File: src/rtl/iepq_pkg.sv
`timescale 1ns / 1ps
`default_nettype none

package iepq_pkg;

    localparam int QUEUE_DEPTH_DEF = 256;
    localparam int KEY_LIMIT_DEF   = 767;

    // key map is stored as rows of 16 bits
    localparam int KMAP_ROW_W  = 16;
    localparam int KMAP_ROW_SH = 4;

    typedef enum logic [1:0] {
        CMD_PUSH  = 2'd0,
        CMD_READ  = 2'd1,
        CMD_FLUSH = 2'd2,
        CMD_QUERY = 2'd3
    } cmd_t;

    typedef enum logic [1:0] {
        ST_OK    = 2'd0,
        ST_FULL  = 2'd1,
        ST_EMPTY = 2'd2
    } status_t;

    localparam logic [4:0] TYPE_SYN = 5'd0;
    localparam logic [4:0] TYPE_KEY = 5'd1;
    localparam logic [4:0] TYPE_REL = 5'd2;

    localparam logic [9:0] BTN_BASE   = 10'h110;
    localparam logic [9:0] AXIS_X     = 10'd0;
    localparam logic [9:0] AXIS_Y     = 10'd1;
    localparam logic [9:0] AXIS_WHEEL = 10'd8;

    // event slots of one push, in queue order
    localparam logic [2:0] SLOT_BTN_L = 3'd0;
    localparam logic [2:0] SLOT_BTN_R = 3'd1;
    localparam logic [2:0] SLOT_BTN_M = 3'd2;
    localparam logic [2:0] SLOT_REL_X = 3'd3;
    localparam logic [2:0] SLOT_REL_Y = 3'd4;
    localparam logic [2:0] SLOT_REL_W = 3'd5;
    localparam logic [2:0] SLOT_KEY   = 3'd6;
    localparam logic [2:0] SLOT_SYN   = 3'd7;
    localparam int         NUM_SLOTS  = 8;

    typedef struct packed {
        logic [4:0]  ev_type;
        logic [9:0]  ev_code;
        logic [15:0] ev_value;
    } event_t;

    typedef struct packed {
        logic        kind;
        logic [9:0]  key_code;
        logic        key_down;
        logic [2:0]  buttons;
        logic [15:0] dx;
        logic [15:0] dy;
        logic [15:0] dz;
    } record_t;

    typedef struct packed {
        logic [NUM_SLOTS-1:0] slot_en;
        logic [3:0]           count;
        logic                 ignore;
        logic                 kmap_upd;
    } gen_t;

endpackage

`default_nettype wire

File: src/rtl/iepq_evgen.sv
`timescale 1ns / 1ps
`default_nettype none

module iepq_evgen #(
    parameter int KEY_LIMIT = iepq_pkg::KEY_LIMIT_DEF
) (
    input  wire iepq_pkg::record_t rec,
    input  wire logic [2:0]        held,
    input  wire logic [2:0]        slot,
    output      iepq_pkg::gen_t    gen,
    output      iepq_pkg::event_t  ev
);

    localparam logic [10:0] KEY_LIM      = 11'(KEY_LIMIT);
    localparam logic        KMAP_HAS_BTN = (KEY_LIMIT >= int'(iepq_pkg::BTN_BASE));

    logic [2:0] changed;

    always_comb
    begin
        changed = rec.buttons ^ held;
        gen     = '0;
        if (rec.kind)
        begin
            gen.slot_en[2:0]                 = changed;
            gen.slot_en[iepq_pkg::SLOT_REL_X] = (rec.dx != 16'd0);
            gen.slot_en[iepq_pkg::SLOT_REL_Y] = (rec.dy != 16'd0);
            gen.slot_en[iepq_pkg::SLOT_REL_W] = (rec.dz != 16'd0);
            gen.slot_en[iepq_pkg::SLOT_SYN]   = 1'b1;
            gen.kmap_upd                      = KMAP_HAS_BTN;
        end
        else
        begin
            gen.ignore = (rec.key_code == 10'd0) || ({1'b0, rec.key_code} >= KEY_LIM);
            gen.slot_en[iepq_pkg::SLOT_KEY] = 1'b1;
            gen.slot_en[iepq_pkg::SLOT_SYN] = 1'b1;
            gen.kmap_upd                    = !gen.ignore;
        end
        for (int i = 0; i < iepq_pkg::NUM_SLOTS; i++)
        begin
            gen.count = gen.count + 4'(gen.slot_en[i]);
        end
    end

    always_comb
    begin
        ev = '0;
        case (slot)
            iepq_pkg::SLOT_BTN_L, iepq_pkg::SLOT_BTN_R, iepq_pkg::SLOT_BTN_M:
            begin
                ev.ev_type  = iepq_pkg::TYPE_KEY;
                ev.ev_code  = iepq_pkg::BTN_BASE + 10'(slot[1:0]);
                ev.ev_value = 16'(rec.buttons[slot[1:0]]);
            end
            iepq_pkg::SLOT_REL_X:
            begin
                ev.ev_type  = iepq_pkg::TYPE_REL;
                ev.ev_code  = iepq_pkg::AXIS_X;
                ev.ev_value = rec.dx;
            end
            iepq_pkg::SLOT_REL_Y:
            begin
                ev.ev_type  = iepq_pkg::TYPE_REL;
                ev.ev_code  = iepq_pkg::AXIS_Y;
                ev.ev_value = rec.dy;
            end
            iepq_pkg::SLOT_REL_W:
            begin
                ev.ev_type  = iepq_pkg::TYPE_REL;
                ev.ev_code  = iepq_pkg::AXIS_WHEEL;
                ev.ev_value = rec.dz;
            end
            iepq_pkg::SLOT_KEY:
            begin
                ev.ev_type  = iepq_pkg::TYPE_KEY;
                ev.ev_code  = rec.key_code;
                ev.ev_value = 16'(rec.key_down);
            end
            default:
            begin
                ev = '0;
            end
        endcase
    end

endmodule

`default_nettype wire

File: config.mk
export PLATFORM = sky130hd
export DESIGN_NAME = iepq_evgen
export DESIGN_NICKNAME = d
export VERILOG_FILES = /design/src/rtl/iepq_pkg.sv /design/src/rtl/iepq_evgen.sv
export SDC_FILE = /design/constraint.sdc
export NUM_CORES = 1
export LEC_CHECK = 0
export BUFFER_PORTS_ARGS = -buffer_cell sky130_fd_sc_hd__buf_2
export CAP_MARGIN = 20
export CORE_ASPECT_RATIO = 0.75
export CORE_MARGIN = 10
export CORE_UTILIZATION = 37
export DETAILED_ROUTE_END_ITERATION = 12
export PLACE_DENSITY = 0.87
export SYNTH_ARGS = -nofsm -noshare
export SYNTH_HDL_FRONTEND = slang
export SYNTH_SLANG_ARGS = --single-unit
File: constraint.sdc
create_clock -name vclk -period 4.7
set_input_delay 0.235 -clock vclk [all_inputs]
set_output_delay 0.235 -clock vclk [all_outputs]
set_load 0.1 [all_outputs]
==> summary.txt <==
Status
  • Run status: complete, no violations

Yosys
  • Seq/Total Area, Yosys: 0
  • Syn Inst Count: 142
  • Unique cell type count in the Yosys netlist: 32
  • Post-Syn Area: 942 um^2
  • Syn_area_per_cell: 6.63 um^2
  • Yosys warnings: 0

Power
  • Switching power: 0.000330 W
  • P_int: 0.0000797 W
  • Clock power share: 0
  • Combinational group share of total power: 1.000
  • Sw Share: 0.805
  • Max VDD drop: 0.138 mV
  • Seq pwr share: 0
  • Pleak: 0.866 nW
  • Pwr dens: 278 nW/um^2

Layout
  • FF+latch area: 0 um^2
  • # diodes: 0
  • Synth-to-Final Area Change: 56.7%
  • CLK BUF: 0
  • Nets: 321
  • Seq_cells: 0
  • Design Area, Final: 1480 um^2
  • Share of cells above drive strength 1: 0.469
  • Fillers: 258

Route
  • DR WL/cell: 15.4 um
  • Antenna viol nets, final: 0
  • Drt drc: 0
  • WL final: 4270 um
  • First drt pass iteration count: 4
  • Via total after detailed routing: 1377
  • DRT iter0 DRCs: 74
  • Vias per cell: 4.97

Global route
  • Vias in the first global route: 1398
  • Gr usage total: 0.150
  • Largest net degree at the start of global routing: 24
  • First-pass GRT wire length: 6560 um
  • Initial antenna violation count: 0
  • GRT overflow: 0

Timing
  • Worst Tran Pin Value: 596 ps
  • Final Slew Violations: 0
  • Post-layout minimum cycle time: 3320 ps
  • Fin crit share: 0.707
  • RSZ-0062 raised after global routing: no
  • Sum Neg Setup Slack: 0 ps
  • Slew headroom: 0.603
  • Setup-failing EPs final: 0
  • Peak Freq: 301 MHz
  • Final hold vios: 0

Critical path
  • Critical path's largest stage delay: 430 ps
  • Data arrival, critical path: 3090 ps
  • Critical Path RT: 4470 ps
  • CP Launch Type: primary input
  • Crit path max-delay cell type: nor4_1
  • CP Max Fanout: 2
  • Crit end category: output pin
  • CP Class: in2out
  • CP Cell Sequence: buf_2 > nor4_1 > nand4_1 > nand2_1 > fa_1 > inv_1 > ha_1 > xnor2_1 > ha_1 > fa_1 > xor2_2 > buf_2

Clock network
  • Post-CTS Setup Repair Bufs: 0
  • CTS hold repair buffers: 0
  • Post-CTS Resized: 0

Die
  • Placeable Area: 2360 um^2
  • Starting Density: 0.398
  • Num rows: 15
  • I/O pin total: 114
  • Die W: 78.3 um
  • Die area: 4990 um^2
  • DIE HEIGHT: 63.7 um

Place
  • DP Wirelength: 3870 um
  • PortBufs: 110
  • Final GP Congestion: 0.900
  • Dpl cell area: 1480 um^2

Min path
  • Worst Hold Path Cells: 4
  • Worst min-delay path class: in2out
  • Hold Startpoint: rec[38]
  • Worst Hold Endpoint: ev[6]

Run
  • Number of max-cap violations: 0
==> worst max path at each step <==
stage                       start     end  cells after the start
final                      rec[2]  gen[4]                     12
after global routing       rec[2]  gen[4]                     12
after CTS                  rec[2]  gen[4]                     12
after detailed placement   rec[2]  gen[4]                     12
after global placement     rec[2]  gen[4]                     12
after floorplan           rec[62]  gen[5]                      8
==> layout make-up <==
type / instances / area [um^2] / share of cell area
multi-input cells: 122 / 842 / 0.570
repair buffers: 110 / 551 / 0.373
well taps: 34 / 42.5 / 0.0288
inverters: 11 / 41.3 / 0.0280
==> cell families after synthesis <==
logic type / count (synthesis) / synth area share
adder cells (fa/ha/maj): 7 / 0.109
AO/OA/AOI/OAI: 30 / 0.183
AND/OR/NAND/NOR: 58 / 0.329
other: 2 / 0.00797
buffers and inverters: 22 / 0.130
XOR/XNOR: 5 / 0.0465
multiplexers: 18 / 0.194
==> placed cells by master (no fill, tap or decap), types with 3 or more instances in the layout <==
cell type / count
and2_1: 7
ha_1: 5
conb_1: 4
inv_1: 11
mux2i_1: 16
o21ai_1: 12
a21oi_1: 5
o21ai_0: 6
nor2b_1: 3
buf_2: 110
nand2_1: 22
nand4_1: 4
nor4_1: 14
==> worst max-delay path, delay by kind of cell <==
family                     cells  cell delay (ps)
buffers and inverters          3              590
adders and majority gates      4             1270
and+or+nand+nor                3              730
xor gates and xnor gates       2              260
==> metal layers <==
layer | global-route usage | vias to the layer above | wire length (um)
met2 | 0.277 | 72 | 2090
li1 | - | 706 | -
met5 | 0 | - | 0
met1 | 0.179 | 599 | 1640
met4 | 0 | 0 | 0
met3 | 0.0411 | 0 | 533
==> power by group through the flow <==
stage | logic [W] | clock network, W | registers [W]
detailed placement | 0.000411 | 0 | 0
CTS | 0.000413 | 0 | 0
floorplan | 0.000342 | 0 | 0
finish | 0.000410 | 0 | 0
global route | 0.000430 | 0 | 0
global placement | 0.000411 | 0 | 0
==> per-stage QoR <==
step	hold slack (ps)	cells	utilization	setup slack, ps	total power [W]
after floorplan	919	144	-	221	0.000342
after global placement	950	277	0.624	1460	0.000411
after detailed placement	954	277	0.624	1350	0.000411
after CTS	956	277	0.624	1350	0.000413
after global routing	972	277	0.624	1190	0.000430
final	959	277	0.624	1380	0.000410
==> cell usage after synthesis, types with 3 or more instances <==
cell type	count	area [um^2]
nand4_1	4	25.0
inv_1	11	41.3
nor4_1	14	87.6
o21ai_1	12	60.1
a21oi_1	5	25.0
nor2b_1	3	18.8
and2_1	7	43.8
buf_4	6	45.0
ha_1	5	62.6
o21ai_0	6	30.0
nand2_1	22	82.6
xor2_1	3	26.3
mux2i_1	16	160
No activity file was read; power rests on OpenSTA's default activity.
